--- config.mk ---
export PLATFORM = sky130hd
export DESIGN_NAME = proportional_glyph_sprite_setup_top
export DESIGN_NICKNAME = d
export VERILOG_FILES = /design/src/pgss_pkg.sv /design/src/pgss_div.sv /design/src/proportional_glyph_sprite_setup_top.sv
export SDC_FILE = /design/constraint.sdc
export NUM_CORES = 2
export LEC_CHECK = 0
export ABC_AREA = 1
export BUFFER_PORTS_ARGS = -buffer_cell sky130_fd_sc_hd__buf_2
export CAP_MARGIN = 20
export CORE_MARGIN = 4
export CORE_UTILIZATION = 56
export DETAILED_ROUTE_END_ITERATION = 12
export PLACE_DENSITY_LB_ADDON = 0.1
export SLEW_MARGIN = 10
export SYNTH_ARGS = -nofsm -noshare
export SYNTH_HDL_FRONTEND = slang
export SYNTH_SLANG_ARGS = --single-unit
--- constraint.sdc ---
create_clock -name aclk -period 6.5 [get_ports aclk]
set_input_delay 1.3 -clock aclk [delete_from_list [all_inputs] [get_ports aclk]]
set_output_delay 1.3 -clock aclk [all_outputs]
set_load 0.03 [all_outputs]
--- src/pgss_pkg.sv ---
package pgss_pkg;

    localparam int TableDepth = 96;
    localparam int IdxW       = 7;
    localparam int DivW       = 9;
    localparam int StepW      = 4;

    localparam logic [7:0] FirstCode = 8'd32;
    localparam logic [7:0] LastCode  = 8'd127;
    localparam logic [7:0] SubstCode = 8'd63;
    localparam logic [7:0] SpaceCode = 8'd32;
    localparam logic [7:0] EndCode   = 8'd0;
    localparam logic [DivW-1:0] RowTexels = 9'd256;

    typedef enum logic [1:0] {
        REQ_WRITE = 2'd0,
        REQ_START = 2'd1,
        REQ_CHAR  = 2'd2,
        REQ_NONE  = 2'd3
    } pgss_req_t;

    typedef enum logic [1:0] {
        REG_GLYPH_W = 2'd0,
        REG_GLYPH_H = 2'd1,
        REG_ATLAS_X = 2'd2,
        REG_ATLAS_Y = 2'd3
    } pgss_reg_t;

    typedef enum logic {
        KIND_SPRITE = 1'b0,
        KIND_PAGE   = 1'b1
    } pgss_kind_t;

    typedef enum logic [2:0] {
        ST_IDLE,
        ST_RATE,
        ST_READ,
        ST_DIV,
        ST_MUL,
        ST_EMIT
    } pgss_state_t;

    typedef struct packed {
        logic busy;
        logic done;
    } pgss_div_stat_t;

endpackage

--- src/pgss_div.sv ---
module pgss_div
    import pgss_pkg::*;
(
    input  logic                aclk,
    input  logic                aresetn,
    input  logic                start,
    input  logic [DivW-1:0]     dividend,
    input  logic [DivW-1:0]     divisor,
    output pgss_div_stat_t      stat,
    output logic [DivW-1:0]     quotient,
    output logic [DivW-1:0]     remainder
);

    logic [DivW-1:0]  rem_reg, rem_next;
    logic [DivW-1:0]  quo_reg, quo_next;
    logic [DivW-1:0]  dvs_reg;
    logic [StepW-1:0] cnt_reg;
    logic             busy_reg, done_reg;
    logic [DivW:0]    trial;
    logic [DivW:0]    diff;
    logic             ge;

    // one quotient bit per cycle, restoring; remainder stays below the divisor so
    // the top bit of the difference is the borrow
    always_comb begin
        trial    = {rem_reg, quo_reg[DivW-1]};
        diff     = trial - {1'b0, dvs_reg};
        ge       = !diff[DivW];
        rem_next = ge ? diff[DivW-1:0] : trial[DivW-1:0];
        quo_next = {quo_reg[DivW-2:0], ge};
    end

    always_ff @(posedge aclk) begin
        if (!aresetn) begin
            busy_reg <= 1'b0;
            done_reg <= 1'b0;
            cnt_reg  <= '0;
        end else begin
            done_reg <= 1'b0;
            if (start) begin
                busy_reg <= 1'b1;
                cnt_reg  <= StepW'(DivW);
            end else if (busy_reg) begin
                cnt_reg <= cnt_reg - 1'b1;
                if (cnt_reg == StepW'(1)) begin
                    busy_reg <= 1'b0;
                    done_reg <= 1'b1;
                end
            end
        end
    end

    always_ff @(posedge aclk) begin
        if (start) begin
            rem_reg <= '0;
            quo_reg <= dividend;
            dvs_reg <= divisor;
        end else if (busy_reg) begin
            rem_reg <= rem_next;
            quo_reg <= quo_next;
        end
    end

    assign stat.busy = busy_reg;
    assign stat.done = done_reg;
    assign quotient  = quo_reg;
    assign remainder = rem_reg;

endmodule

--- src/proportional_glyph_sprite_setup_top.sv ---
// Glyph sprite setup for one proportional font atlas. Each input beat carries a request
// in s_tuser: an advance-width table write, a string start (cursor x, line y, tint) or one
// character byte. Table writes and starts give no result. A space reads its advance and
// moves the cursor, with no result. A zero byte gives a texture page record. Any other
// glyph gives one sprite record, and the next beat is taken once that record is in the
// output register. The advance table is a 96 x 8 synchronous memory with a registered
// read, and the row and column of the glyph come from a bit-serial divider. Writing
// glyph_width makes the same divider recompute the glyphs per row, which holds s_tready
// low until the new value is in place (a width of zero sets it directly, without the
// divider). A record that finds the output register still full waits for m_tready,
// and the input stays closed meanwhile. The result sits in an output register, so table
// writes and starts are taken while a record waits on m_tready.
module proportional_glyph_sprite_setup_top
    import pgss_pkg::*;
(
    input  logic        aclk,
    input  logic        aresetn,

    input  logic        s_tvalid,
    output logic        s_tready,
    // table_index, width_value, char_code, start_x, start_y, tint_r, tint_g, tint_b
    input  logic [79:0] s_tdata,
    // req_type
    input  logic [1:0]  s_tuser,

    output logic        m_tvalid,
    input  logic        m_tready,
    // screen_x, screen_y, sprite_w, sprite_h, tex_u, tex_v, page_x, page_y,
    // out_r, out_g, out_b
    output logic [95:0] m_tdata,
    // record_kind
    output logic        m_tuser,

    input  logic        cfg_wr_en,
    input  logic [1:0]  cfg_index,
    input  logic [9:0]  cfg_wdata
);

    // input beat fields
    logic [6:0]  in_table_index;
    logic [7:0]  in_width_value;
    logic [7:0]  in_char_code;
    logic [15:0] in_start_x;
    logic [15:0] in_start_y;
    logic [7:0]  in_tint_r, in_tint_g, in_tint_b;
    pgss_req_t   in_req;

    assign in_table_index = s_tdata[6:0];
    assign in_width_value = s_tdata[14:7];
    assign in_char_code   = s_tdata[22:15];
    assign in_start_x     = s_tdata[38:23];
    assign in_start_y     = s_tdata[54:39];
    assign in_tint_r      = s_tdata[62:55];
    assign in_tint_g      = s_tdata[70:63];
    assign in_tint_b      = s_tdata[78:71];
    assign in_req         = pgss_req_t'(s_tuser);

    // configuration registers
    logic [7:0] glyph_w_reg, glyph_h_reg;
    logic [9:0] atlas_x_reg;
    logic [8:0] atlas_y_reg;
    logic       rate_dirty_reg;

    // string state
    logic [15:0] cursor_x_reg, cursor_x_next;
    logic [15:0] line_y_reg;
    logic [7:0]  tint_r_reg, tint_g_reg, tint_b_reg;
    logic [DivW-1:0] per_row_reg;

    // glyph work registers
    logic [IdxW-1:0] idx_reg;
    logic [7:0]      adv_reg;
    logic [6:0]      row_reg, col_reg;
    logic [7:0]      tex_u_reg, tex_v_reg, sprite_w_reg;
    logic            is_page_reg;

    // output register
    logic        m_valid_reg;
    logic [95:0] m_data_reg;
    logic        m_kind_reg;
    logic        out_free;

    pgss_state_t state_reg, state_next;

    logic       accept;
    logic [7:0] mapped_code;
    logic [IdxW-1:0] mapped_idx;

    // advance table, one read port with registered data
    logic [7:0]      adv_mem [TableDepth];
    logic [7:0]      adv_rd_reg;

    // divider hookup
    logic            div_start;
    logic [DivW-1:0] div_dividend, div_divisor;
    logic [DivW-1:0] div_quo, div_rem;
    pgss_div_stat_t  div_stat;

    logic [14:0] u_prod, v_prod;
    logic [7:0]  sprite_w_calc;

    assign accept   = s_tvalid && s_tready;
    assign out_free = !m_valid_reg || m_tready;

    // codes outside the printable range show as a question mark
    assign mapped_code = (in_char_code < FirstCode || in_char_code > LastCode)
                         ? SubstCode : in_char_code;
    assign mapped_idx  = IdxW'(mapped_code - FirstCode);

    // config writes are to come only while the block is idle; the block itself does not enforce this
    always_ff @(posedge aclk) begin
        if (!aresetn) begin
            glyph_w_reg    <= 8'd8;
            glyph_h_reg    <= 8'd8;
            atlas_x_reg    <= '0;
            atlas_y_reg    <= '0;
            rate_dirty_reg <= 1'b0;
        end else begin
            if (cfg_wr_en) begin
                unique case (pgss_reg_t'(cfg_index))
                    REG_GLYPH_W: glyph_w_reg <= cfg_wdata[7:0];
                    REG_GLYPH_H: glyph_h_reg <= cfg_wdata[7:0];
                    REG_ATLAS_X: atlas_x_reg <= cfg_wdata;
                    REG_ATLAS_Y: atlas_y_reg <= cfg_wdata[8:0];
                    default: ;
                endcase
            end
            // a new glyph width marks glyphs-per-row stale, a later write wins over a clear
            if (cfg_wr_en && pgss_reg_t'(cfg_index) == REG_GLYPH_W) begin
                rate_dirty_reg <= 1'b1;
            end else if (state_reg == ST_IDLE && rate_dirty_reg) begin
                rate_dirty_reg <= 1'b0;
            end
        end
    end

    // table memory: writes from table beats; the read is not gated and addresses the input character's entry
    always_ff @(posedge aclk) begin
        if (accept && in_req == REQ_WRITE && in_table_index < IdxW'(TableDepth)) begin
            adv_mem[in_table_index] <= in_width_value;
        end
        adv_rd_reg <= adv_mem[mapped_idx];
    end

    // glyphs per row is 256 / glyph width; width zero means a full 256-wide row
    // a character that is neither a space nor a zero byte goes on to the row and column division
    assign div_start    = (state_reg == ST_IDLE && rate_dirty_reg && glyph_w_reg != 8'd0)
                       || (state_reg == ST_READ && idx_reg != IdxW'(0));
    assign div_dividend = (state_reg == ST_IDLE) ? RowTexels : DivW'(idx_reg);
    assign div_divisor  = (state_reg == ST_IDLE) ? DivW'(glyph_w_reg) : per_row_reg;

    pgss_div u_div (
        .aclk      (aclk),
        .aresetn   (aresetn),
        .start     (div_start),
        .dividend  (div_dividend),
        .divisor   (div_divisor),
        .stat      (div_stat),
        .quotient  (div_quo),
        .remainder (div_rem)
    );

    // control: one item at a time
    always_ff @(posedge aclk) begin
        if (!aresetn) begin
            state_reg <= ST_IDLE;
        end else begin
            state_reg <= state_next;
        end
    end

    always_comb begin
        state_next = state_reg;
        s_tready   = 1'b0;
        unique case (state_reg)
            ST_IDLE: begin
                s_tready = !rate_dirty_reg;
                if (rate_dirty_reg) begin
                    if (glyph_w_reg != 8'd0) begin
                        state_next = ST_RATE;
                    end
                end else if (s_tvalid && in_req == REQ_CHAR) begin
                    state_next = (in_char_code == EndCode) ? ST_EMIT : ST_READ;
                end
            end
            ST_RATE: begin
                if (div_stat.done) begin
                    state_next = ST_IDLE;
                end
            end
            ST_READ: begin
                state_next = (idx_reg == IdxW'(0)) ? ST_IDLE : ST_DIV;
            end
            ST_DIV: begin
                if (div_stat.done) begin
                    state_next = ST_MUL;
                end
            end
            ST_MUL: begin
                state_next = ST_EMIT;
            end
            ST_EMIT: begin
                if (out_free) begin
                    state_next = ST_IDLE;
                end
            end
            default: state_next = ST_IDLE;
        endcase
    end

    // cursor moves by the advance after a space or after a glyph is sent
    always_comb begin
        cursor_x_next = cursor_x_reg;
        if (accept && in_req == REQ_START) begin
            cursor_x_next = in_start_x;
        end else if (state_reg == ST_READ && idx_reg == IdxW'(0)) begin
            cursor_x_next = cursor_x_reg + {8'd0, adv_rd_reg};
        end else if (state_reg == ST_EMIT && out_free && !is_page_reg) begin
            cursor_x_next = cursor_x_reg + {8'd0, adv_reg};
        end
    end

    always_ff @(posedge aclk) begin
        if (!aresetn) begin
            cursor_x_reg <= '0;
            line_y_reg   <= '0;
            tint_r_reg   <= '0;
            tint_g_reg   <= '0;
            tint_b_reg   <= '0;
            per_row_reg  <= DivW'(32);
        end else begin
            cursor_x_reg <= cursor_x_next;
            if (accept && in_req == REQ_START) begin
                line_y_reg <= in_start_y;
                tint_r_reg <= in_tint_r;
                tint_g_reg <= in_tint_g;
                tint_b_reg <= in_tint_b;
            end
            if (state_reg == ST_IDLE && rate_dirty_reg && glyph_w_reg == 8'd0) begin
                per_row_reg <= RowTexels;
            end else if (state_reg == ST_RATE && div_stat.done) begin
                per_row_reg <= div_quo;
            end
        end
    end

    // texel offsets: column times width, base v plus row times height
    assign u_prod        = col_reg * glyph_w_reg;
    assign v_prod        = row_reg * glyph_h_reg;
    assign sprite_w_calc = (adv_reg != 8'd0 && adv_reg < glyph_w_reg) ? adv_reg : glyph_w_reg;

    always_ff @(posedge aclk) begin
        if (accept && in_req == REQ_CHAR) begin
            idx_reg     <= mapped_idx;
            is_page_reg <= (in_char_code == EndCode);
        end
        if (state_reg == ST_READ) begin
            adv_reg <= adv_rd_reg;
        end
        if (state_reg == ST_DIV && div_stat.done) begin
            row_reg <= div_quo[6:0];
            col_reg <= div_rem[6:0];
        end
        if (state_reg == ST_MUL) begin
            tex_u_reg    <= u_prod[7:0];
            tex_v_reg    <= atlas_y_reg[7:0] + v_prod[7:0];
            sprite_w_reg <= sprite_w_calc;
        end
    end

    // output register
    always_ff @(posedge aclk) begin
        if (!aresetn) begin
            m_valid_reg <= 1'b0;
        end else if (state_reg == ST_EMIT && out_free) begin
            m_valid_reg <= 1'b1;
        end else if (m_tready) begin
            m_valid_reg <= 1'b0;
        end
    end

    always_ff @(posedge aclk) begin
        if (state_reg == ST_EMIT && out_free) begin
            m_data_reg[95:93] <= '0;
            m_data_reg[67:64] <= atlas_x_reg[9:6];
            m_data_reg[68]    <= atlas_y_reg[8];
            if (is_page_reg) begin
                m_kind_reg        <= KIND_PAGE;
                m_data_reg[63:0]  <= '0;
                m_data_reg[92:69] <= '0;
            end else begin
                m_kind_reg        <= KIND_SPRITE;
                m_data_reg[15:0]  <= cursor_x_reg;
                m_data_reg[31:16] <= line_y_reg;
                m_data_reg[39:32] <= sprite_w_reg;
                m_data_reg[47:40] <= glyph_h_reg;
                m_data_reg[55:48] <= tex_u_reg;
                m_data_reg[63:56] <= tex_v_reg;
                m_data_reg[76:69] <= tint_r_reg;
                m_data_reg[84:77] <= tint_g_reg;
                m_data_reg[92:85] <= tint_b_reg;
            end
        end
    end

    assign m_tvalid = m_valid_reg;
    assign m_tdata  = m_data_reg;
    assign m_tuser  = m_kind_reg;

endmodule

==> impl_summary.log <==
INFO  metric worstSkewPairLatency = 0.68 ns
INFO  metric cpMostUsedCell = sky130_fd_sc_hd__nor2_1
INFO  metric timing.critical_path.slowest_stage_cell = sky130_fd_sc_hd__nor2_1
INFO  metric drt_iter0_drc = 2878
INFO  metric avgViaCountPerCell = 5.45
INFO  metric ys_seq_area_share = 66.0%
INFO  metric pin_count = 198
INFO  metric run_status = complete, no violations
INFO  metric clkSinkCount = 1056
INFO  metric p_leak = 20.8 nW
INFO  metric drv.max_cap_violation_count = 0
INFO  metric dominantRegCellSynth = sky130_fd_sc_hd__edfxtp_1
INFO  metric critPathMaxStageDelay = 1.04 ns
INFO  metric finalCriticalPeriod = 4.42 ns
INFO  metric highest_achievable_clock_rate = 226 MHz
INFO  metric first_global_vias = 29700
INFO  metric critPathKind = register to register
INFO  metric worstPathRequired = 6.78 ns
INFO  metric cpLargestDelayFamily = simple AND/OR/NAND/NOR gates
INFO  metric synthesis.area = 46200 sq um
INFO  metric critPathBufInv = 1
INFO  metric slew-limit-headroom = 21.7%
INFO  metric first_pass_iters = 5
INFO  metric fin_nets = 4730
INFO  metric cts_repair_resize_count = 0
INFO  metric worstSetupStartpointType = register
INFO  metric period_share = 68.0%
INFO  metric library_cell_with_the_highest_instance_count_after_synthesis = sky130_fd_sc_hd__nand2_1
INFO  metric largest_net_degree_at_the_start_of_global_routing = 169
INFO  metric groute.usage.overall = 25.6%
INFO  metric clock_path_buffers = 3
INFO  metric clock_tree_from_tritoncts = built
INFO  metric syn_avg_cell_area = 10.5 sq um
INFO  metric internal-power = 11.3 mW
INFO  metric pwr-share-clk = 39.7%
INFO  metric post-synth-top-area-cell = sky130_fd_sc_hd__edfxtp_1
INFO  metric clock_transition_at_path_regs = 0.06 ns
INFO  metric hpwlAfterDp = 68200 um
INFO  metric synth_edf_count = 934
INFO  metric max_slew.worst_pin.slew = 1.17 ns
INFO  metric ys_types = 47
INFO  metric timing.critical_path.fanout_max = 12
INFO  metric combinationalPowerShare = 9.4%
INFO  metric dr_total_vias = 31200
INFO  metric num_rows = 105
INFO  metric hold_path_class = register to register
INFO  metric most_frequent_cells_after_synthesis = sky130_fd_sc_hd__nand2_1, sky130_fd_sc_hd__edfxtp_1, sky130_fd_sc_hd__inv_1
INFO  metric holdWs = 0.411 ns
INFO  metric drt_drc_violations_left = 0
INFO  metric io_buffers = 193
INFO  metric layout-drive-gt1-share = 9.30%
INFO  metric cts_max_level = 3
INFO  metric yosys_register_bits = 1056
INFO  metric p_switching = 3.65 mW
INFO  metric fp.dieW = 295 um
INFO  metric largest_register = adv_mem
INFO  metric maxSlewViolCount = 0
INFO  metric initial_core_util = 56.4%
INFO  metric power_density = 291 nW/um^2
INFO  metric power.sequential.fraction = 50.9%
INFO  metric grt.overflow.total = 0
INFO  metric synthesis.instances = 4407
INFO  metric final_weighted_congestion_of_routability_driven_global_placement = 0.857
INFO  metric arrival = 4.71 ns
INFO  metric yosys.area.top_type_share = 60.7%
INFO  metric detail_route.wl_per_cell = 19.7 um
INFO  metric unrepaired_setup_endpoints_after_global_routing = false
INFO  metric vdd.ir_drop.worst = 252 uV
INFO  metric wirelength = 112000 um
INFO  metric grt_first_pass_wirelength = 171000 um
INFO  metric fp.dieArea = 87200 sq um
INFO  metric largest_register_ffs = 768
INFO  metric grt_antenna_before_repair = 10
INFO  metric post_cts.repair.setup_buffers = 0
INFO  metric floorplan.core_area = 82000 sq um
INFO  metric netlist_top_cells_area = sky130_fd_sc_hd__edfxtp_1, sky130_fd_sc_hd__nand2_1, sky130_fd_sc_hd__nand3_1
INFO  metric yosys_warnings = 0
INFO  metric setup.worst_path.end_class = register
INFO  metric crit_path_cell_trace = nor2_1 -> inv_1 -> nor2_2 -> nand2_1 -> nor2_1 -> o211ai_1 -> nor2_1 -> nand3_1 -> nor2_1
INFO  metric antenna_violating_nets_left = 0
INFO  metric clk_root_buffer_cell = sky130_fd_sc_hd__clkbuf_16
INFO  metric numCtsBuffers = 108
INFO  metric syn2layout_area_growth = 11.5%
INFO  metric fillerInstances = 6616
INFO  metric fin_setup_tns = 0 ns
INFO  metric synth_async_sr_flop_share = 0%
INFO  metric floorplan_die_height = 295 um
INFO  metric finClkSkew = 0.0335 ns
INFO  metric timing.final.setup_violations = 0
INFO  metric switching_power_share_of_the_total = 24.4%
INFO  metric finalHoldViolations = 0
INFO  metric postCtsHoldBufs = 0
-- cells in the final DEF (no fill, tap or decap), types with 9 or more instances in the layout --
cell type,count
sky130_fd_sc_hd__o21bai_1,10
sky130_fd_sc_hd__buf_2,185
sky130_fd_sc_hd__edfxtp_1,934
sky130_fd_sc_hd__diode_2,14
sky130_fd_sc_hd__inv_1,618
sky130_fd_sc_hd__a21oi_1,123
sky130_fd_sc_hd__clkinv_1,32
sky130_fd_sc_hd__fa_1,32
sky130_fd_sc_hd__xnor2_1,20
sky130_fd_sc_hd__xor2_1,23
sky130_fd_sc_hd__o21ai_0,118
sky130_fd_sc_hd__or2_2,10
sky130_fd_sc_hd__buf_4,48
sky130_fd_sc_hd__ha_1,57
sky130_fd_sc_hd__clkbuf_1,17
sky130_fd_sc_hd__buf_12,9
sky130_fd_sc_hd__clkinv_2,22
sky130_fd_sc_hd__dfxtp_1,122
sky130_fd_sc_hd__nand4_1,13
sky130_fd_sc_hd__o211ai_1,26
sky130_fd_sc_hd__nand3_1,604
sky130_fd_sc_hd__nor2_1,257
sky130_fd_sc_hd__nor3_1,9
sky130_fd_sc_hd__o221ai_1,56
sky130_fd_sc_hd__clkbuf_16,110
sky130_fd_sc_hd__nand2_1,1097
-- metal layers --
metal | share of wire (%) | vias to the layer above | global-route usage [%]
met5 | 0.047 | - | 0
met4 | 3.6 | 8 | 9.78
met3 | 7.5 | 249 | 3.96
met2 | 47 | 1153 | 42.0
met1 | 41 | 14700 | 34.9
li1 | - | 15000 | -
-- power by group through the flow --
stage	Sequential (mW)	Combinational (mW)	Clock [mW]
floorplan	7.72	0.937	0
CTS	7.62	1.40	6.02
finish	7.62	1.40	5.95
global placement	7.75	1.37	0
detailed placement	7.76	1.39	0
global route	7.63	1.57	6.33
-- metrics by stage --
step / cell area (sq um) / power [mW] / util (%) / worst slack (ns) / std cells
2_1_floorplan: 46200 / 8.66 / - / 1.56 / 4409
5_1_grt: 51500 / 15.5 / 62.8 / 1.97 / 5709
3_5_place_dp: 48000 / 9.15 / 58.6 / 1.75 / 5500
3_3_place_gp: 48000 / 9.12 / 58.6 / 1.80 / 5500
6_report: 51500 / 15.0 / 62.9 / 2.08 / 5719
4_1_cts: 51500 / 15.0 / 62.8 / 2.24 / 5703
-- layout make-up --
cell class | count | area, sq um | share of cell area, %
sequential | 1056 | 30500 | 59.2
tap | 1070 | 1340 | 2.60
antenna | 14 | 35.0 | 0.0680
clock inverter | 71 | 548 | 1.06
inverter | 626 | 2360 | 4.57
multi-input combinational | 2508 | 12400 | 24.1
timing repair buffer | 242 | 1470 | 2.85
clock buffer | 132 | 2890 | 5.60
-- worst paths after layout --
check                        end  slack (ns)  cells past startpoint      startpoint
hold reg to reg      m_tdata[68]        0.41                      0  atlas_y_reg[8]
setup reg to reg  adv_mem[48][0]        2.08                      9    state_reg[0]
hold / removal       m_tdata[68]        0.41                      0  atlas_y_reg[8]
setup / recovery  adv_mem[48][0]        2.08                      9    state_reg[0]
-- cells by family after synthesis --
group           synth area share (%)
buf+inv                         7.26
xor+xnor                       0.815
mux                           0.0731
fa+ha+maj                       2.93
flops                           66.0
compound gates                  4.70
other cells                  0.00812
simple gates                    18.2
(Power assumes the default switching activity.)
